===== config.mk =====
export PLATFORM = sky130hd
export DESIGN_NAME = calendar_time_counter
export DESIGN_NICKNAME = d
export VERILOG_FILES = /design/src/sv/ctc_pkg.sv /design/src/sv/calendar_time_counter.sv /design/src/sv/ctc_ctrl.sv /design/src/sv/ctc_dpath.sv
export SDC_FILE = /design/constraint.sdc
export NUM_CORES = 1
export LEC_CHECK = 0
export ABC_AREA = 1
export BUFFER_PORTS_ARGS = -buffer_cell sky130_fd_sc_hd__buf_2
export CORE_MARGIN = 2
export CORE_UTILIZATION = 30
export CTS_CLUSTER_SIZE = 20
export DETAILED_ROUTE_END_ITERATION = 12
export SLEW_MARGIN = 30
export SYNTH_ARGS = -nofsm -noshare
export SYNTH_HDL_FRONTEND = slang
export SYNTH_SLANG_ARGS = --single-unit

===== constraint.sdc =====
create_clock -name i_clk -period 11.2 [get_ports i_clk]
set_input_delay 0.56 -clock i_clk [delete_from_list [all_inputs] [get_ports i_clk]]
set_output_delay 0.56 -clock i_clk [all_outputs]
set_load 0.02 [all_outputs]

===== src/sv/ctc_pkg.sv =====
// ----------------------------------------------------------------------------
// Calendar time counter package
// Shared types, codes, constants and calendar helper functions.
// ----------------------------------------------------------------------------
package ctc_pkg;

    // Operation codes carried by an input item.
    typedef enum logic [1:0] {
        OP_LOAD = 2'd0,
        OP_ADD  = 2'd1,
        OP_FIT  = 2'd2,
        OP_CMP  = 2'd3
    } t_opcode;

    // Controller states.
    typedef enum logic [1:0] {
        S_IDLE = 2'd0,
        S_EXEC = 2'd1,
        S_ADD  = 2'd2,
        S_DONE = 2'd3
    } t_ctrl_state;

    // Commands from the controller to the datapath.
    typedef struct packed {
        logic capture;
        logic load;
        logic fit;
        logic cmp;
        logic add_step;
    } t_dp_cmd;

    // Status from the datapath to the controller.
    typedef struct packed {
        t_opcode op;
        logic    add_last;
    } t_dp_stat;

    // Compare result codes.
    localparam logic [1:0] ORD_EARLIER = 2'd0;
    localparam logic [1:0] ORD_EQUAL   = 2'd1;
    localparam logic [1:0] ORD_LATER   = 2'd2;

    // Configuration register indexes.
    localparam logic CFG_FIRST_HOUR = 1'b0;
    localparam logic CFG_LAST_HOUR  = 1'b1;

    // Calendar constants.
    localparam logic [4:0]  HOUR_MAX     = 5'd23;
    localparam logic [5:0]  MINUTE_MAX   = 6'd59;
    localparam logic [19:0] MIN_PER_HOUR = 20'd60;
    localparam logic [19:0] MIN_PER_DAY  = 20'd1440;
    localparam logic [3:0]  MONTH_FEB    = 4'd2;
    localparam logic [3:0]  MONTH_MAR    = 4'd3;
    localparam logic [3:0]  MONTH_APR    = 4'd4;
    localparam logic [3:0]  MONTH_DEC    = 4'd12;
    localparam logic [4:0]  DAY_LAST_MAR = 5'd31;
    localparam logic [4:0]  DAY_AFTER_JUMP = 5'd14;
    localparam logic [15:0] JUMP_YEAR    = 16'd1916;
    localparam logic [15:0] RESET_YEAR   = 16'd1970;

    // True when the year is a multiple of 25. The year is folded with
    // 256 = 6, 64 = 14 and 32 = 7 (mod 25) until it is below 125.
    function automatic logic f_div25(input logic [15:0] year);
        logic [10:0] s1;
        logic [8:0]  s2;
        logic [6:0]  s3;
        s1 = 11'(year[15:8]) * 11'd6 + 11'(year[7:0]);
        s2 = 9'(s1[10:6]) * 9'd14 + 9'(s1[5:0]);
        s3 = 7'(s2[8:5]) * 7'd7 + 7'(s2[4:0]);
        return s3 inside {7'd0, 7'd25, 7'd50, 7'd75, 7'd100};
    endfunction

    // Gregorian leap year rule.
    function automatic logic f_is_leap(input logic [15:0] year);
        logic z25;
        z25 = f_div25(year);
        return ((year[1:0] == 2'd0) && !z25) || ((year[3:0] == 4'd0) && z25);
    endfunction

    // Length of a month in days (month in 1..12).
    function automatic logic [4:0] f_month_len(input logic [3:0] month, input logic leap);
        logic [4:0] len;
        case (month) inside
            MONTH_FEB:                      len = leap ? 5'd29 : 5'd28;
            4'd4, 4'd6, 4'd9, 4'd11:        len = 5'd30;
            default:                        len = 5'd31;
        endcase
        return len;
    endfunction

endpackage


===== src/sv/calendar_time_counter.sv =====
// ----------------------------------------------------------------------------
// Calendar time counter
// Minute to year calendar with load, add minutes, hour-window fit and compare.
// ----------------------------------------------------------------------------
//  Channel  | Handshake          | Payload
//  ---------+--------------------+------------------------------------------
//  item in  | start, busy        | i_opcode, i_minutes_to_add, i_*_in
//  result   | o_done (1 cycle)   | o_*_now, o_order_result, o_load_rejected
//  config   | i_cfg_we           | i_cfg_index, i_cfg_data
//
// An item is taken when start is high and busy is low. For load, fit and
// compare the controller passes from its execute state to its done state,
// where o_done is raised. An add steps through the whole days, then the whole
// leftover hours, then the leftover minutes of the minute count, one calendar
// step per cycle through the shared day/hour advance logic, then reports.
// Reset is synchronous and restores 1 January 1970, 00:00 and the full window.
// The result strobe is high for one cycle only; the receiver cannot stall.
// ----------------------------------------------------------------------------
module calendar_time_counter (
    input  logic        i_clk,
    input  logic        i_rst_n,
    input  logic        start,
    output logic        busy,
    input  logic [1:0]  i_opcode,
    input  logic [19:0] i_minutes_to_add,
    input  logic [7:0]  i_hour_in,
    input  logic [7:0]  i_minute_in,
    input  logic [7:0]  i_day_in,
    input  logic [7:0]  i_month_in,
    input  logic [15:0] i_year_in,
    input  logic        i_cfg_we,
    input  logic        i_cfg_index,
    input  logic [4:0]  i_cfg_data,
    output logic        o_done,
    output logic [5:0]  o_minute_now,
    output logic [4:0]  o_hour_now,
    output logic [4:0]  o_day_now,
    output logic [3:0]  o_month_now,
    output logic [15:0] o_year_now,
    output logic [1:0]  o_order_result,
    output logic        o_load_rejected
);

    ctc_pkg::t_dp_cmd  dp_cmd;
    ctc_pkg::t_dp_stat dp_stat;

    // Sequencer.
    ctc_ctrl u_ctrl (
        .i_clk   (i_clk),
        .i_rst_n (i_rst_n),
        .i_start (start),
        .i_stat  (dp_stat),
        .o_cmd   (dp_cmd),
        .o_busy  (busy),
        .o_done  (o_done)
    );

    // Calendar registers and step logic.
    ctc_dpath u_dpath (
        .i_clk            (i_clk),
        .i_rst_n          (i_rst_n),
        .i_cmd            (dp_cmd),
        .o_stat           (dp_stat),
        .i_cfg_we         (i_cfg_we),
        .i_cfg_index      (i_cfg_index),
        .i_cfg_data       (i_cfg_data),
        .i_opcode         (i_opcode),
        .i_minutes_to_add (i_minutes_to_add),
        .i_hour_in        (i_hour_in),
        .i_minute_in      (i_minute_in),
        .i_day_in         (i_day_in),
        .i_month_in       (i_month_in),
        .i_year_in        (i_year_in),
        .o_minute_now     (o_minute_now),
        .o_hour_now       (o_hour_now),
        .o_day_now        (o_day_now),
        .o_month_now      (o_month_now),
        .o_year_now       (o_year_now),
        .o_order_result   (o_order_result),
        .o_load_rejected  (o_load_rejected)
    );

endmodule


===== src/sv/ctc_ctrl.sv =====
// ----------------------------------------------------------------------------
// Calendar time counter controller
// Sequences one item at a time: capture, execute or step the add loop, report.
// ----------------------------------------------------------------------------
module ctc_ctrl (
    input  logic              i_clk,
    input  logic              i_rst_n,
    input  logic              i_start,
    input  ctc_pkg::t_dp_stat i_stat,
    output ctc_pkg::t_dp_cmd  o_cmd,
    output logic              o_busy,
    output logic              o_done
);

    ctc_pkg::t_ctrl_state r_state;
    ctc_pkg::t_ctrl_state n_state;

    // State register.
    always_ff @(posedge i_clk) begin
        if (!i_rst_n) begin
            r_state <= ctc_pkg::S_IDLE;
        end else begin
            r_state <= n_state;
        end
    end

    // Next state and datapath commands.
    always_comb begin
        n_state = r_state;
        o_cmd   = '0;
        o_busy  = 1'b1;
        o_done  = 1'b0;
        case (r_state)
            ctc_pkg::S_IDLE: begin
                o_busy = 1'b0;
                if (i_start) begin
                    o_cmd.capture = 1'b1;
                    n_state       = ctc_pkg::S_EXEC;
                end
            end
            ctc_pkg::S_EXEC: begin
                n_state = ctc_pkg::S_DONE;
                case (i_stat.op)
                    ctc_pkg::OP_LOAD: o_cmd.load = 1'b1;
                    ctc_pkg::OP_FIT:  o_cmd.fit  = 1'b1;
                    ctc_pkg::OP_CMP:  o_cmd.cmp  = 1'b1;
                    ctc_pkg::OP_ADD: begin
                        o_cmd.add_step = 1'b1;
                        if (!i_stat.add_last) begin
                            n_state = ctc_pkg::S_ADD;
                        end
                    end
                    default: n_state = ctc_pkg::S_DONE;
                endcase
            end
            ctc_pkg::S_ADD: begin
                o_cmd.add_step = 1'b1;
                if (i_stat.add_last) begin
                    n_state = ctc_pkg::S_DONE;
                end
            end
            ctc_pkg::S_DONE: begin
                o_done  = 1'b1;
                n_state = ctc_pkg::S_IDLE;
            end
            default: n_state = ctc_pkg::S_IDLE;
        endcase
    end

endmodule


===== src/sv/ctc_dpath.sv =====
// ----------------------------------------------------------------------------
// Calendar time counter datapath
// Time registers, window registers, input capture and the calendar step logic.
// ----------------------------------------------------------------------------
module ctc_dpath (
    input  logic              i_clk,
    input  logic              i_rst_n,
    input  ctc_pkg::t_dp_cmd  i_cmd,
    output ctc_pkg::t_dp_stat o_stat,
    input  logic              i_cfg_we,
    input  logic              i_cfg_index,
    input  logic [4:0]        i_cfg_data,
    input  logic [1:0]        i_opcode,
    input  logic [19:0]       i_minutes_to_add,
    input  logic [7:0]        i_hour_in,
    input  logic [7:0]        i_minute_in,
    input  logic [7:0]        i_day_in,
    input  logic [7:0]        i_month_in,
    input  logic [15:0]       i_year_in,
    output logic [5:0]        o_minute_now,
    output logic [4:0]        o_hour_now,
    output logic [4:0]        o_day_now,
    output logic [3:0]        o_month_now,
    output logic [15:0]       o_year_now,
    output logic [1:0]        o_order_result,
    output logic              o_load_rejected
);

    // Stored time and window.
    logic [5:0]  r_minute, n_minute;
    logic [4:0]  r_hour,   n_hour;
    logic [4:0]  r_day,    n_day;
    logic [3:0]  r_month,  n_month;
    logic [15:0] r_year,   n_year;
    logic [4:0]  r_first_hour;
    logic [4:0]  r_last_hour;
    logic [1:0]  r_order,  n_order;
    logic        r_rejected, n_rejected;

    // Captured item.
    ctc_pkg::t_opcode r_op;
    logic [19:0] r_rem, n_rem;
    logic [7:0]  r_in_hour;
    logic [7:0]  r_in_minute;
    logic [7:0]  r_in_day;
    logic [7:0]  r_in_month;
    logic [15:0] r_in_year;

    // Day and hour advance of the stored time.
    logic [4:0]  adv_day;
    logic [3:0]  adv_month;
    logic [15:0] adv_year;
    logic [4:0]  cur_len;
    logic        hour_wrap;

    // Load check, compare and add helpers.
    logic [4:0]  in_len;
    logic        load_ok;
    logic [47:0] cmp_stored;
    logic [47:0] cmp_input;
    logic [4:0]  fit_hour;
    logic [6:0]  min_sum;

    // Window registers; values above the last hour of a day are clamped.
    always_ff @(posedge i_clk) begin
        if (!i_rst_n) begin
            r_first_hour <= 5'd0;
            r_last_hour  <= ctc_pkg::HOUR_MAX;
        end else if (i_cfg_we) begin
            case (i_cfg_index)
                ctc_pkg::CFG_FIRST_HOUR: r_first_hour <= (i_cfg_data > ctc_pkg::HOUR_MAX) ?
                                                         ctc_pkg::HOUR_MAX : i_cfg_data;
                ctc_pkg::CFG_LAST_HOUR:  r_last_hour  <= (i_cfg_data > ctc_pkg::HOUR_MAX) ?
                                                         ctc_pkg::HOUR_MAX : i_cfg_data;
                default: r_last_hour <= r_last_hour;
            endcase
        end
    end

    // Item capture registers.
    always_ff @(posedge i_clk) begin
        if (!i_rst_n) begin
            r_op <= ctc_pkg::OP_LOAD;
        end else if (i_cmd.capture) begin
            r_op <= ctc_pkg::t_opcode'(i_opcode);
        end
    end

    always_ff @(posedge i_clk) begin
        if (i_cmd.capture) begin
            r_in_hour   <= i_hour_in;
            r_in_minute <= i_minute_in;
            r_in_day    <= i_day_in;
            r_in_month  <= i_month_in;
            r_in_year   <= i_year_in;
        end
    end

    // Next day, with the fixed jump from 31 March to 14 April 1916.
    always_comb begin
        cur_len   = ctc_pkg::f_month_len(r_month, ctc_pkg::f_is_leap(r_year));
        adv_day   = r_day + 5'd1;
        adv_month = r_month;
        adv_year  = r_year;
        if (r_day == ctc_pkg::DAY_LAST_MAR && r_month == ctc_pkg::MONTH_MAR &&
            r_year == ctc_pkg::JUMP_YEAR) begin
            adv_day   = ctc_pkg::DAY_AFTER_JUMP;
            adv_month = ctc_pkg::MONTH_APR;
        end else if (r_day >= cur_len) begin
            adv_day = 5'd1;
            if (r_month >= ctc_pkg::MONTH_DEC) begin
                adv_month = 4'd1;
                adv_year  = r_year + 16'd1;
            end else begin
                adv_month = r_month + 4'd1;
            end
        end
    end

    assign hour_wrap = (r_hour >= ctc_pkg::HOUR_MAX);

    // Load validation of the captured time.
    always_comb begin
        in_len  = ctc_pkg::f_month_len(r_in_month[3:0], ctc_pkg::f_is_leap(r_in_year));
        load_ok = (r_in_hour <= 8'(ctc_pkg::HOUR_MAX)) &&
                  (r_in_minute <= 8'(ctc_pkg::MINUTE_MAX)) &&
                  (r_in_month >= 8'd1) && (r_in_month <= 8'(ctc_pkg::MONTH_DEC)) &&
                  (r_in_day >= 8'd1) && (r_in_day <= 8'(in_len));
    end

    // Lexicographic compare as one wide number, year first.
    assign cmp_stored = {r_year, 4'd0, r_month, 3'd0, r_day, 3'd0, r_hour, 2'd0, r_minute};
    assign cmp_input  = {r_in_year, r_in_month, r_in_day, r_in_hour, r_in_minute};

    assign fit_hour = (r_hour < r_first_hour) ? r_first_hour : r_hour;
    assign min_sum  = 7'(r_minute) + 7'(r_rem[5:0]);

    // The add loop takes whole days, then whole hours, then the leftover minutes.
    assign o_stat.op       = r_op;
    assign o_stat.add_last = (r_rem < ctc_pkg::MIN_PER_HOUR);

    // Next values of the time and result registers.
    always_comb begin
        n_minute   = r_minute;
        n_hour     = r_hour;
        n_day      = r_day;
        n_month    = r_month;
        n_year     = r_year;
        n_rem      = r_rem;
        n_order    = r_order;
        n_rejected = r_rejected;
        if (i_cmd.capture) begin
            n_rem      = i_minutes_to_add;
            n_order    = ctc_pkg::ORD_EARLIER;
            n_rejected = 1'b0;
        end
        if (i_cmd.load) begin
            if (load_ok) begin
                n_minute = r_in_minute[5:0];
                n_hour   = r_in_hour[4:0];
                n_day    = r_in_day[4:0];
                n_month  = r_in_month[3:0];
                n_year   = r_in_year;
            end else begin
                n_rejected = 1'b1;
            end
        end
        if (i_cmd.cmp) begin
            if (cmp_stored < cmp_input) begin
                n_order = ctc_pkg::ORD_EARLIER;
            end else if (cmp_stored > cmp_input) begin
                n_order = ctc_pkg::ORD_LATER;
            end else begin
                n_order = ctc_pkg::ORD_EQUAL;
            end
        end
        if (i_cmd.fit) begin
            if (fit_hour > r_last_hour) begin
                n_day    = adv_day;
                n_month  = adv_month;
                n_year   = adv_year;
                n_hour   = r_first_hour;
                n_minute = 6'd0;
            end else if (r_hour < r_first_hour) begin
                n_hour   = r_first_hour;
                n_minute = 6'd0;
            end
        end
        if (i_cmd.add_step) begin
            if (r_rem >= ctc_pkg::MIN_PER_DAY) begin
                n_rem   = r_rem - ctc_pkg::MIN_PER_DAY;
                n_day   = adv_day;
                n_month = adv_month;
                n_year  = adv_year;
            end else begin
                if (r_rem >= ctc_pkg::MIN_PER_HOUR) begin
                    n_rem = r_rem - ctc_pkg::MIN_PER_HOUR;
                end else begin
                    n_rem = 20'd0;
                    if (min_sum > 7'(ctc_pkg::MINUTE_MAX)) begin
                        n_minute = 6'(min_sum - 7'd60);
                    end else begin
                        n_minute = min_sum[5:0];
                    end
                end
                // One hour step, either whole or from a minute carry.
                if (r_rem >= ctc_pkg::MIN_PER_HOUR || min_sum > 7'(ctc_pkg::MINUTE_MAX)) begin
                    if (hour_wrap) begin
                        n_hour  = 5'd0;
                        n_day   = adv_day;
                        n_month = adv_month;
                        n_year  = adv_year;
                    end else begin
                        n_hour = r_hour + 5'd1;
                    end
                end
            end
        end
    end

    // Time and result registers.
    always_ff @(posedge i_clk) begin
        if (!i_rst_n) begin
            r_minute   <= 6'd0;
            r_hour     <= 5'd0;
            r_day      <= 5'd1;
            r_month    <= 4'd1;
            r_year     <= ctc_pkg::RESET_YEAR;
            r_order    <= ctc_pkg::ORD_EARLIER;
            r_rejected <= 1'b0;
        end else begin
            r_minute   <= n_minute;
            r_hour     <= n_hour;
            r_day      <= n_day;
            r_month    <= n_month;
            r_year     <= n_year;
            r_order    <= n_order;
            r_rejected <= n_rejected;
        end
    end

    // Remaining minutes of an add.
    always_ff @(posedge i_clk) begin
        r_rem <= n_rem;
    end

    assign o_minute_now    = r_minute;
    assign o_hour_now      = r_hour;
    assign o_day_now       = r_day;
    assign o_month_now     = r_month;
    assign o_year_now      = r_year;
    assign o_order_result  = r_order;
    assign o_load_rejected = r_rejected;

endmodule


# Word-level counts from Yosys, hierarchy flattened
# Cells that the tools add are included.
[totals] register_bits=121 in_bits=80 output_inout_bits=41 word_cells=202
[classes] n_addsub=14 mul=6 magnitude_cmp=18 n_eq_ne=29 n_mux=84 bitwise=1 reduce_logical=33
[op_table] op="two-way mux 16 bit" count=11
[op_table] op="two-way mux 5 bit" count=23
[op_table] op="two-way mux 20 bit" count=4
[op_table] op="two-way mux 6 bit" count=9
[op_table] op="> comparator 48 bit" count=1
[op_table] op="< comparator 48 bit" count=1
[op_table] op="two-way mux 4 bit" count=11
[op_table] op="equality test 7 bit, second input constant" count=4
[op_table] op="adder 11 x 8 -> 11 bit" count=2
[op_table] op="greater-or-equal comparator 20 x 11 -> 1 bit, second input constant" count=1
[op_table] op="greater-or-equal comparator 20 x 6 -> 1 bit, second input constant" count=1
[op_table] op="< comparator 20 x 6 -> 1 bit, second input constant" count=1
[op_table] op="multiplier 8 x 2 -> 10 bit, second input constant" count=2
[op_table] op="subtractor 20 x 11 -> 20 bit, second input constant" count=1
[op_table] op="subtractor 20 x 6 -> 20 bit, second input constant" count=1
[op_table] op="adder 9 x 6 -> 9 bit" count=2
[op_table] op="adder 16 x 1 -> 16 bit, second input constant" count=1
[op_table] op="equality test 16 x 11 -> 1 bit, second input constant" count=1
[op_table] op="equality test 4 x 3 -> 1 bit, second input constant" count=4
[op_table] op="equality test 4 bit, second input constant" count=4
[op_table] op="greater-or-equal comparator 8 x 1 -> 1 bit, second input constant" count=2
[op_table] op="multiplier 5 x 3 -> 8 bit, second input constant" count=2
[op_table] op="two-way mux 1 bit" count=16
[op_table] op="adder 7 x 5 -> 7 bit" count=2
[op_table] op="other kinds (39)" count=78

# Depth between registers and ports, before layout
# Gate-level depths: netlist of the first run.
[logic_depth] depth_word=23 mapped_depth=61 mapped_depth_nobuf=61

# Cells and area by module
# A second synthesis of the first run with hierarchy kept.
[unflattened] hier_cells=1646 area_unflattened_um2=12037.8
[by_module_without_submodules] module="ctc_dpath" n_inst=1 cells_each=1610 area_each_um2=11808.8 seq_area_each_um2=3062.9
[by_module_without_submodules] module="ctc_ctrl" n_inst=1 cells_each=36 area_each_um2=229.0 seq_area_each_um2=40.0

# Least setup slack after synthesis of the first run
# Ideal clock, no wire load.
[synth_timing] path_kind="register to register" from="register u_dpath.r_year[8] (netlist: u_dpath.o_year_now[8])" to="register u_dpath.r_year[9] (netlist: u_dpath.o_year_now[9])" setup_time_ns=0.130 arrival_ns=9.015 required_time_ns=11.070 setup_slack_ns=2.055 stages_incl_launch_ff=50 n_path_buf=0 period_less_slack_ns=9.145 path_cell_list="dfxtp_1 -> ha_1 -> inv_1 -> fa_1 -> xor2_1 -> ha_1 -> nand2_1 -> o21ai_0 -> a21oi_1 -> o21ai_0 -> nand2_1 -> nand2_1 -> nand2_1 -> xor2_1 -> inv_1 -> fa_1 -> inv_1 -> fa_1 -> [... 14 more ...] -> o21ai_0 -> nand2_1 -> o21bai_1 -> nand3_1 -> nand2_1 -> a21oi_1 -> ha_1 -> o21ai_0 -> nand2_1 -> nand2_2 -> nor2_4 -> nand2_1 -> nor2_1 -> nand4_1 -> nor2_1 -> nand2_1 -> nand3_1 -> nand3_1"
[synth_via] elab_chain_len=22 word_cells_on_any_way=31 cone_classes="add/sub: 4; mul: 3; order compare: 1; eq/ne: 5; mux: 11; reduce/logical: 7"
[synth_rtl] element="from (decl)" line_no="ctc_dpath.sv:34" text="logic [15:0] r_year, n_year;"
[synth_rtl] element="from (signal assigned)" line_no="ctc_dpath.sv:228" text="r_year <= ctc_pkg::RESET_YEAR;"
[synth_rtl] element="from (signal assigned)" line_no="ctc_dpath.sv:236" text="r_year <= n_year;"
[synth_rtl] element="multiplier 8 x 2 -> 10 bit" line_no="ctc_pkg.sv:67" text="s1 = 11'(year[15:8]) * 11'd6 + 11'(year[7:0]);"
[synth_rtl] element="adder 11 x 8 -> 11 bit" line_no="ctc_pkg.sv:67"
[synth_rtl] element="multiplier 5 x 3 -> 8 bit" line_no="ctc_pkg.sv:68" text="s2 = 9'(s1[10:6]) * 9'd14 + 9'(s1[5:0]);"
[synth_rtl] element="adder 9 x 6 -> 9 bit" line_no="ctc_pkg.sv:68"
[synth_rtl] element="multiplier 4 x 3 -> 7 bit" line_no="ctc_pkg.sv:69" text="s3 = 7'(s2[8:5]) * 7'd7 + 7'(s2[4:0]);"
[synth_rtl] element="adder 7 x 5 -> 7 bit" line_no="ctc_pkg.sv:69"
[synth_rtl] element="equality test 7 x 5 -> 1 bit (tied with other cells)" line_no="ctc_pkg.sv:70" text="return s3 inside {7'd0, 7'd25, 7'd50, 7'd75, 7'd100};"
[synth_rtl] element="nonzero test 5 bit" line_no="ctc_pkg.sv:70"
[synth_rtl] element="[... 6 more ...]"
[synth_rtl] element="two-way mux 16 bit" line_no="ctc_dpath.sv:109" text="end else if (r_day >= cur_len) begin"
[synth_rtl] element="two-way mux 16 bit (*)" line_no="ctc_dpath.sv:105" text="if (r_day == ctc_pkg::DAY_LAST_MAR && r_month == ctc_pkg::MONTH_MAR &&"
[synth_rtl] element="two-way mux 16 bit" line_no="ctc_dpath.sv:178" text="if (fit_hour > r_last_hour) begin"
[synth_rtl] element="two-way mux 16 bit" line_no="ctc_dpath.sv:177" text="if (i_cmd.fit) begin"
[synth_rtl] element="two-way mux 16 bit" line_no="ctc_dpath.sv:208" text="if (hour_wrap) begin"
[synth_rtl] element="two-way mux 16 bit" line_no="ctc_dpath.sv:207" text="if (r_rem >= ctc_pkg::MIN_PER_HOUR || min_sum > 7'(ctc_pkg::MINUTE_MAX)) begin"
[synth_rtl] element="two-way mux 16 bit" line_no="ctc_dpath.sv:190" text="if (r_rem >= ctc_pkg::MIN_PER_DAY) begin"
[synth_rtl] element="two-way mux 16 bit (*)" line_no="ctc_dpath.sv:189" text="if (i_cmd.add_step) begin"
# Mark *: on every way between the ends. The rest lies on a longest branch, timed or not.
# A chain may end at the register's enable or synchronous reset.

# Worst setup path after layout of the first run
# Same ends and word-level chain as after synthesis.

==> impl_metrics.env, run 1 <==
export IMPL_finalNetCount=1915
export IMPL_synth_top_cell_area_share_pct=17.7
export IMPL_maxSlewViolCount=0
export IMPL_cp_slowest_cell="fa_1"
export IMPL_drt_pass1_iter_count=8
export IMPL_slew_headroom_pct=44.9
export IMPL_grt_usage_pct=15.8
export IMPL_yosysWarnings=0
export IMPL_io_pins=121
export IMPL_synthTopCellsByCount="nand2_1, inv_1, ha_1"
export IMPL_setup_viol=0
export IMPL_required_ns=11.55
export IMPL_coreArea_mm2=0.0378
export IMPL_num_vias=10200
export IMPL_layout_drive_gt1_share_pct=12.1
export IMPL_cts_max_level=4
export IMPL_die_w_um=200
export IMPL_portBuffers=120
export IMPL_cts_buffer_depth=2
export IMPL_status="finished clean"
export IMPL_area_delta_synth_final_pct=14.5
export IMPL_final_cell_count_no_fill=2174
export IMPL_worst_pin_slew_ns=0.826
export IMPL_synthCells=1538
export IMPL_fin_worst_skew_ns=0.0108
export IMPL_grt_pass1_wl_um=51100
export IMPL_synth_top_family_by_area="simple AND/OR/NAND/NOR gates"
export IMPL_routedWlPerCell_um=14.5
export IMPL_drt_iter0_drc=580
export IMPL_grt_antenna_before_repair=0
export IMPL_crit_type="flop to flop"
export IMPL_synth_edf_count=68
export IMPL_synth_cell_type_count=58
export IMPL_max_freq_ghz=0.0969
export IMPL_dp_cells=2143
export IMPL_crit_path_end_kind="flop"
export IMPL_muxShareOfSynthArea_pct=0
export IMPL_synth_simple_area_share_pct=22.5
export IMPL_design_area_mm2=0.0132
export IMPL_place_congestion=0.871
export IMPL_holdWs_ns=0.302
export IMPL_crit_buf_inv=7
export IMPL_cts_buffers=17
export IMPL_regArea_mm2=0.00310
export IMPL_synthAdderAreaFrac_pct=21.7
export IMPL_cts_tree="yes"
export IMPL_vias_per_cell=4.70
export IMPL_postCtsResizedCells=0
export IMPL_cts_num_sinks=121
export IMPL_synth_compound_area_share_pct=12.7
export IMPL_tns_ns=0
export IMPL_fin_crit_sh_pct=92.2
export IMPL_grt_pass1_vias=9942
export IMPL_diodes=0
export IMPL_finalCriticalPeriod_ns=10.32
export IMPL_cts_hold_buf=0
export IMPL_row_count=71
export IMPL_hold_path_class="input pin to flop"
export IMPL_syn_nets=1802
export IMPL_drc_errors=0
export IMPL_place_hpwl_um=25100
export IMPL_clk_pin_slew_ns=0.06
export IMPL_cp_start_kind="flop"
export IMPL_critical_path_top_delay_family="adder cells"
export IMPL_clockRootBuffer="clkbuf_16"
export IMPL_die_area_mm2=0.0401
export IMPL_synth_top_area_cell="edfxtp_1"
export IMPL_insertion_delay_ns=0.43
export IMPL_seq_area_frac_synth_pct=26.8
export IMPL_yosys_cell_count_top_type="nand2_1"
export IMPL_ys_ff_latch=121
export IMPL_multiInputGateArea_mm2=0.00733
export IMPL_die_y_um=200
export IMPL_avgSynthCellArea_um2=7.52
export IMPL_wirelength_um=31400
export IMPL_synthFlopType="edfxtp_1"
export IMPL_fill_cells=4100
export IMPL_rsz0062_at_grt="no"
export IMPL_cap_violations=0
export IMPL_synthXorXnorAreaFrac_pct=6.35
export IMPL_hold_viol=0
export IMPL_place_area_mm2=0.0127
export IMPL_syn_area_mm2=0.0116
export IMPL_cts_setup_buffers=0
export IMPL_initial_utilization_pct=30.5
export IMPL_cp_arrival_ns=10.67
export IMPL_worst_path_max_fanout=9
export IMPL_final_antenna_net_count=0
export IMPL_ys_top_cells_by_area="edfxtp_1, ha_1, dfxtp_1, nand2_1, inv_1"
export IMPL_grt_max_degree=50
export IMPL_critical_path_most_common_cell="nand2_1"
export IMPL_gr_total_overflow=0
export IMPL_async_reset_ff_share_pct=0
export IMPL_cp_slowest_stage_delay_ns=0.61
## registers in the layout, indices dropped and copies added (netlist names)
name / flops
u_dpath.r_in_year: 16
u_dpath.r_in_month: 8
u_dpath.r_first_hour: 5
u_dpath.r_rem: 20
u_dpath.r_last_hour: 5
u_dpath.o_month_now: 4
u_dpath.o_day_now: 5
u_ctrl.r_state: 2
u_dpath.r_in_day: 8
u_dpath.r_in_hour: 8
u_dpath.o_minute_now: 6
u_dpath.o_order_result: 2
u_dpath.o_load_rejected: 1
u_dpath.r_op: 2
u_dpath.o_hour_now: 5
u_dpath.r_in_minute: 8
u_dpath.o_year_now: 16
## worst reg2reg max path, delay by kind of cell (launching register included)
kind / cells / cell delay [ns]
buf+inv: 7 / 0.60
fa+ha+maj: 10 / 4.38
compound gates: 11 / 1.94
simple gates: 17 / 2.00
xor+xnor: 3 / 0.77
flops: 1 / 0.54
## path summary, 6_finish.rpt
check / from / end / slack (ns) / cells past startpoint
setup / recovery: u_dpath.o_year_now[8] / u_dpath.o_year_now[9] / 0.88 / 48
hold / removal: i_month_in[4] / u_dpath.r_in_month[4] / 0.30 / 1
setup reg to reg: u_dpath.o_year_now[8] / u_dpath.o_year_now[9] / 0.88 / 48
hold reg to reg: u_dpath.r_last_hour[1] / u_dpath.r_last_hour[1] / 0.49 / 2
## stage by stage
stage	util [%]	setup slack, ns
4_1_cts	34.9	0.780
3_5_place_dp	33.5	0.843
3_3_place_gp	33.5	1.03
5_1_grt	35.0	0.0576
6_report	35.0	0.879
2_1_floorplan	-	2.05
## layout by cell type (no fill, tap or decap), types with 4 or more instances in the layout
| cell | count |
|---|---|
| dfxtp_1 | 52 |
| ha_1 | 155 |
| inv_1 | 255 |
| nand3_1 | 86 |
| or2_2 | 5 |
| a31oi_1 | 6 |
| buf_2 | 120 |
| nor2_2 | 4 |
| xnor2_1 | 27 |
| o21ai_0 | 94 |
| o211ai_1 | 5 |
| nand4_1 | 24 |
| fa_1 | 28 |
| inv_2 | 7 |
| nor3_1 | 19 |
| nand2_2 | 7 |
| clkinv_2 | 4 |
| nand2_1 | 275 |
| nor2_1 | 144 |
| o21a_1 | 4 |
| nor4_1 | 7 |
| nand3b_1 | 6 |
| xor2_1 | 53 |
| o21bai_1 | 5 |
| clkbuf_16 | 18 |
| o21ai_1 | 6 |
| edfxtp_1 | 68 |
| a21oi_1 | 118 |
## area by class of cell
type,count,share of cell area [%]
Clock buffer,18,3.40
Clock inverter,13,0.709
Inverter,264,7.52
Multi-Input combinational cell,1125,55.4
Sequential cell,121,23.5
Tap cell,511,4.83
Timing Repair Buffer,122,4.65
## per-layer routing
metal  GRT usage [%]  vias up  routed length (um)
met5               0        -                   0
met4            4.50        0                 436
met3            2.62       30                1220
met2            27.1      220               15200
met1            20.3     4696               14500
li1                -     5280                   -
## cell families after synthesis
kind of cell	count (synthesis)
flops	121
xor+xnor	83
buf+inv	292
fa+ha+maj	184
compound gates	265
simple gates	593
Power of run 1 is left out: the tool's default activity adds up to more than one toggle a clock period on the data nets, which glitch-free logic cannot reach.
==> inputs of run 2 (changes only) <==
--- a/config.mk
+++ b/config.mk
@@ -8,9 +8,11 @@
 export ABC_AREA = 1
 export BUFFER_PORTS_ARGS = -buffer_cell sky130_fd_sc_hd__buf_2
 export CORE_MARGIN = 2
-export CORE_UTILIZATION = 30
+export CORE_UTILIZATION = 55
+export CTS_BUF_LIST = sky130_fd_sc_hd__clkbuf_4 sky130_fd_sc_hd__clkbuf_8
 export CTS_CLUSTER_SIZE = 20
 export DETAILED_ROUTE_END_ITERATION = 12
+export PLACE_DENSITY = 0.75
 export SLEW_MARGIN = 30
 export SYNTH_ARGS = -nofsm -noshare
 export SYNTH_HDL_FRONTEND = slang
==> impl_metrics.env, run 2 (synthesis gave the netlist of run 1 again) <==
export IMPL_status="finished clean"
export IMPL_layout_common_cells="nand2_1, inv_1, ha_1"
export IMPL_critical_path_most_common_cell="nand2_1"
export IMPL_cp_slowest_cell="fa_1"
export IMPL_clockRootBuffer="clkbuf_8"
export IMPL_reg2reg_from="u_dpath.o_year_now[8]"
export IMPL_final_common_cell="nand2_1"
export IMPL_grt_max_degree=50
export IMPL_cts_num_sinks=121
export IMPL_layout_drive_gt1_share_pct=12.1
export IMPL_hold_depth=1
export IMPL_hold_path_class="input pin to flop"
export IMPL_max_freq_ghz=0.0983
export IMPL_insertion_delay_ns=0.46
export IMPL_finalNetCount=1916
export IMPL_grt_antenna_before_repair=0
export IMPL_grt_pass1_vias=10200
export IMPL_die_area_mm2=0.0222
export IMPL_place_hpwl_um=22000
export IMPL_top_register="u_dpath.r_rem"
export IMPL_cts_max_level=4
export IMPL_drt_iter0_drc=642
export IMPL_vias_per_cell=5.32
export IMPL_r2r_setup_slack_ns=1.03
export IMPL_clk_pin_slew_ns=0.08
export IMPL_largest_reg_flops=20
export IMPL_required_ns=11.50
export IMPL_slew_headroom_pct=46.7
export IMPL_coreArea_mm2=0.0208
export IMPL_cts_tree="yes"
export IMPL_area_delta_synth_final_pct=11.0
export IMPL_tns_ns=0
export IMPL_die_w_um=149
export IMPL_routedWlPerCell_um=14.3
export IMPL_cp_slowest_stage_delay_ns=0.58
export IMPL_final_antenna_net_count=0
export IMPL_rr_worst_depth=49
export IMPL_gr_total_overflow=0
export IMPL_setup_viol=0
export IMPL_cts_buffer_depth=2
export IMPL_maxSlewViolCount=0
export IMPL_drt_pass1_iter_count=5
export IMPL_place_congestion=0.915
export IMPL_dp_slack_ns=0.971
export IMPL_cap_violations=0
export IMPL_crit_path_end_kind="flop"
export IMPL_critical_path_top_delay_family="adder cells"
export IMPL_die_y_um=149
export IMPL_r2r_end="u_dpath.o_year_now[9]"
export IMPL_portBuffers=120
export IMPL_worst_pin_slew_ns=0.800
export IMPL_worstHoldEndpoint="u_dpath.r_in_hour[1]"
export IMPL_fin_crit_sh_pct=90.8
export IMPL_diodes=0
export IMPL_grt_usage_pct=26.0
export IMPL_drc_errors=0
export IMPL_rsz0062_at_grt="no"
export IMPL_num_vias=10300
export IMPL_worst_path_max_fanout=9
export IMPL_fin_worst_skew_ns=0.0175
export IMPL_crit_type="flop to flop"
export IMPL_hold_viol=0
export IMPL_setup_slack_ns=1.03
export IMPL_row_count=53
export IMPL_cts_buffers=17
export IMPL_initial_utilization_pct=55.5
export IMPL_cts_hold_buf=0
export IMPL_cp_start_kind="flop"
export IMPL_io_pins=121
export IMPL_crit_buf_inv=7
export IMPL_wirelength_um=27800
export IMPL_cp_arrival_ns=10.47
export IMPL_finalCriticalPeriod_ns=10.17
export IMPL_hp_start="i_hour_in[1]"
export IMPL_grt_pass1_wl_um=46700
run 2: cell count changes in the layout (fill, tap and decap cells not counted), sizes merged:
cell	delta
buf	+1
clkbuf	+3
clkinv	-4
bufinv	+4
inv	-3
clkinvlp	+1
run 2: cell type report:
| class | instances | area (um2) |
|---|---|---|
| clock buffer | 21 | 270 |
| clock inverter | 11 | 173 |
| fill | 1938 | 7990 |
| inverter | 264 | 995 |
| multi-input combinational | 1125 | 7330 |
| sequential | 121 | 3100 |
| tap | 275 | 344 |
| timing repair buffer | 123 | 623 |
run 2: timing repair:
action / CTS / global route
setup buffers: 0 / 1
setup endpoints to repair: 0 / 4
resized for setup: 0 / 4
run 2: metal layers:
layer  share of wire [%]  track usage (%)
met3                 5.5             4.34
met2                  48             45.0
met5                   0                0
met1                  43             32.3
met4                 3.3             10.3
run 2: how the worst max path moves through the flow:
stage	startpoint	end	slack, ns	cells after the start
finish	u_dpath.o_year_now[8]	u_dpath.o_year_now[9]	1.03	49
global placement	u_dpath.o_year_now[9]	u_dpath.o_year_now[7]	1.14	49
CTS	u_dpath.o_year_now[9]	u_dpath.o_year_now[7]	0.96	48
detailed placement	u_dpath.o_year_now[9]	u_dpath.o_year_now[9]	0.97	49
floorplan	u_dpath.o_year_now[8]	u_dpath.o_year_now[9]	2.05	49
global route	u_dpath.o_year_now[8]	u_dpath.o_year_now[9]	0.007	49
run 2: stage by stage:
stage                     area, um2  hold slack [ns]  cells  utilization [%]
after global routing          12800            0.255   1940             61.6
after CTS                     12800            0.258   1939             61.5
final                         12800            0.281   1940             61.6
after floorplan               11600            0.440   1538                -
after detailed placement      12400            0.466   1907             59.4
after global placement        12400            0.454   1907             59.4
Power of run 2 is left out for the same reason.
==> inputs of run 3 (changes only) <==
==> constraint.sdc (replaced) <==
create_clock -name i_clk -period 9.61 [get_ports i_clk]
set_input_delay 0.4805 -clock i_clk [delete_from_list [all_inputs] [get_ports i_clk]]
set_output_delay 0.4805 -clock i_clk [all_outputs]
set_load 0.02 [all_outputs]
==> impl_metrics.env, run 3 (synthesis gave the netlist of run 1 again) <==
export IMPL_cts_buffer_depth=2
export IMPL_top_register="u_dpath.r_rem"
export IMPL_vias_per_cell=5.38
export IMPL_setup_slack_ns=0.500
export IMPL_crit_type="flop to flop"
export IMPL_max_freq_ghz=0.110
export IMPL_cts_hold_buf=0
export IMPL_final_antenna_net_count=0
export IMPL_coreArea_mm2=0.0208
export IMPL_cp_slowest_stage_delay_ns=0.56
export IMPL_cap_violations=0
export IMPL_place_area_mm2=0.0125
export IMPL_dp_slack_ns=-0.101
export IMPL_num_vias=10600
export IMPL_clockRootBuffer="clkbuf_8"
export IMPL_grt_usage_pct=26.5
export IMPL_finalNetCount=1950
export IMPL_gr_total_overflow=0
export IMPL_die_w_um=149
export IMPL_worst_path_max_fanout=12
export IMPL_row_count=53
export IMPL_layout_common_cells="nand2_1, inv_1, ha_1"
export IMPL_cts_num_sinks=121
export IMPL_hold_depth=1
export IMPL_grt_antenna_before_repair=0
export IMPL_required_ns=9.96
export IMPL_area_delta_synth_final_pct=15.4
export IMPL_finalCriticalPeriod_ns=9.11
export IMPL_cp_arrival_ns=9.46
export IMPL_reg2reg_from="u_dpath.r_in_year[8]"
export IMPL_hold_viol=0
export IMPL_portBuffers=120
export IMPL_io_pins=121
export IMPL_die_area_mm2=0.0222
export IMPL_cp_slowest_cell="fa_1"
export IMPL_fin_crit_sh_pct=94.8
export IMPL_largest_reg_flops=20
export IMPL_cts_tree="yes"
export IMPL_routedWlPerCell_um=14.9
export IMPL_initial_utilization_pct=55.5
export IMPL_hold_path_class="input pin to flop"
export IMPL_wirelength_um=29300
export IMPL_drt_iter0_drc=507
export IMPL_layout_drive_gt1_share_pct=16.1
export IMPL_fin_worst_skew_ns=0.0146
export IMPL_slew_headroom_pct=43.1
export IMPL_place_hpwl_um=22300
export IMPL_setup_viol=0
export IMPL_grt_pass1_vias=10300
export IMPL_worst_pin_slew_ns=0.853
export IMPL_cp_start_kind="flop"
export IMPL_holdWs_ns=0.194
export IMPL_maxSlewViolCount=0
export IMPL_design_area_mm2=0.0133
export IMPL_critical_path_most_common_cell="nand2_1"
export IMPL_place_congestion=0.918
export IMPL_grt_max_degree=50
export IMPL_crit_path_end_kind="flop"
export IMPL_insertion_delay_ns=0.46
export IMPL_clk_pin_slew_ns=0.08
export IMPL_final_common_cell="nand2_1"
export IMPL_grt_pass1_wl_um=47800
export IMPL_status="finished clean"
export IMPL_diodes=0
export IMPL_drc_errors=0
export IMPL_r2r_setup_slack_ns=0.50
export IMPL_endpoint="u_dpath.o_day_now[1]"
export IMPL_r2r_end="u_dpath.o_day_now[1]"
export IMPL_rr_worst_depth=52
export IMPL_cts_buffers=17
export IMPL_die_y_um=149
export IMPL_cts_max_level=4
export IMPL_drt_pass1_iter_count=5
export IMPL_crit_start="u_dpath.r_in_year[8]"
[run 3: cell count changes in the layout (fill, tap and decap cells not counted), moves of 5 or more]
cell     change
a21oi_1      -6
o21ai_1      +6
ha_1         -7
o21ai_0     -10
buf_4       +31
xnor2_1      -5
a21oi_2      +6
ha_4         +6
[run 3: critical path: cells and delay by family (launching register included)]
kind | cells | cell delay, ns
AOI/OAI and AO/OA | 7 | 0.99
buffers and inverters | 9 | 0.89
and+or+nand+nor | 22 | 1.99
xor gates and xnor gates | 4 | 0.86
adders and majority gates | 10 | 3.88
DFF | 1 | 0.39
[run 3: layout make-up]
type                       instances  area (um2)
tap                              275         344
fill                            1895        7480
multi-input combinational       1125        7550
timing repair inverter             2        12.5
sequential                       121        3120
inverter                         264        1000
clock inverter                    12         200
timing repair buffer             155         876
clock buffer                      18         241
[run 3: metrics by stage]
step | TNS [ns] | utilization [%] | std cells
after floorplan | 0 | - | 1538
after global routing | -1.62 | 64.1 | 1972
after detailed placement | -0.268 | 59.9 | 1919
after global placement | 0 | 59.9 | 1919
after CTS | 0 | 62.1 | 1950
final | 0 | 64.1 | 1972
[run 3: how the worst min path moves through the flow]
stage	from	to
after CTS	i_minute_in[5]	u_dpath.r_in_minute[5]
after global placement	u_dpath.r_last_hour[1]	u_dpath.r_last_hour[1]
after floorplan	u_dpath.r_last_hour[1]	u_dpath.r_last_hour[1]
after global routing	i_month_in[5]	u_dpath.r_in_month[5]
final	i_hour_in[0]	u_dpath.r_in_hour[0]
after detailed placement	u_dpath.o_load_rejected	u_dpath.o_load_rejected
[run 3: timing repair]
item                                    4_1_cts  5_1_grt
endpoints found under the setup margin        7       37
gates resized for setup                       2       64
pin swaps                                     0       18
gates cloned                                  0        2
setup buffers                                 1       20
[run 3: routing by layer]
| metal | GRT usage [%] | part of all wire, % | vias to the layer above |
|---|---|---|---|
| met4 | 9.24 | 3.3 | 0 |
| met1 | 32.9 | 43 | 4913 |
| met2 | 46.9 | 48 | 278 |
| li1 | - | - | 5353 |
| met5 | 0 | 0 | - |
| met3 | 4.10 | 4.9 | 73 |
Power of run 3 is left out for the same reason.
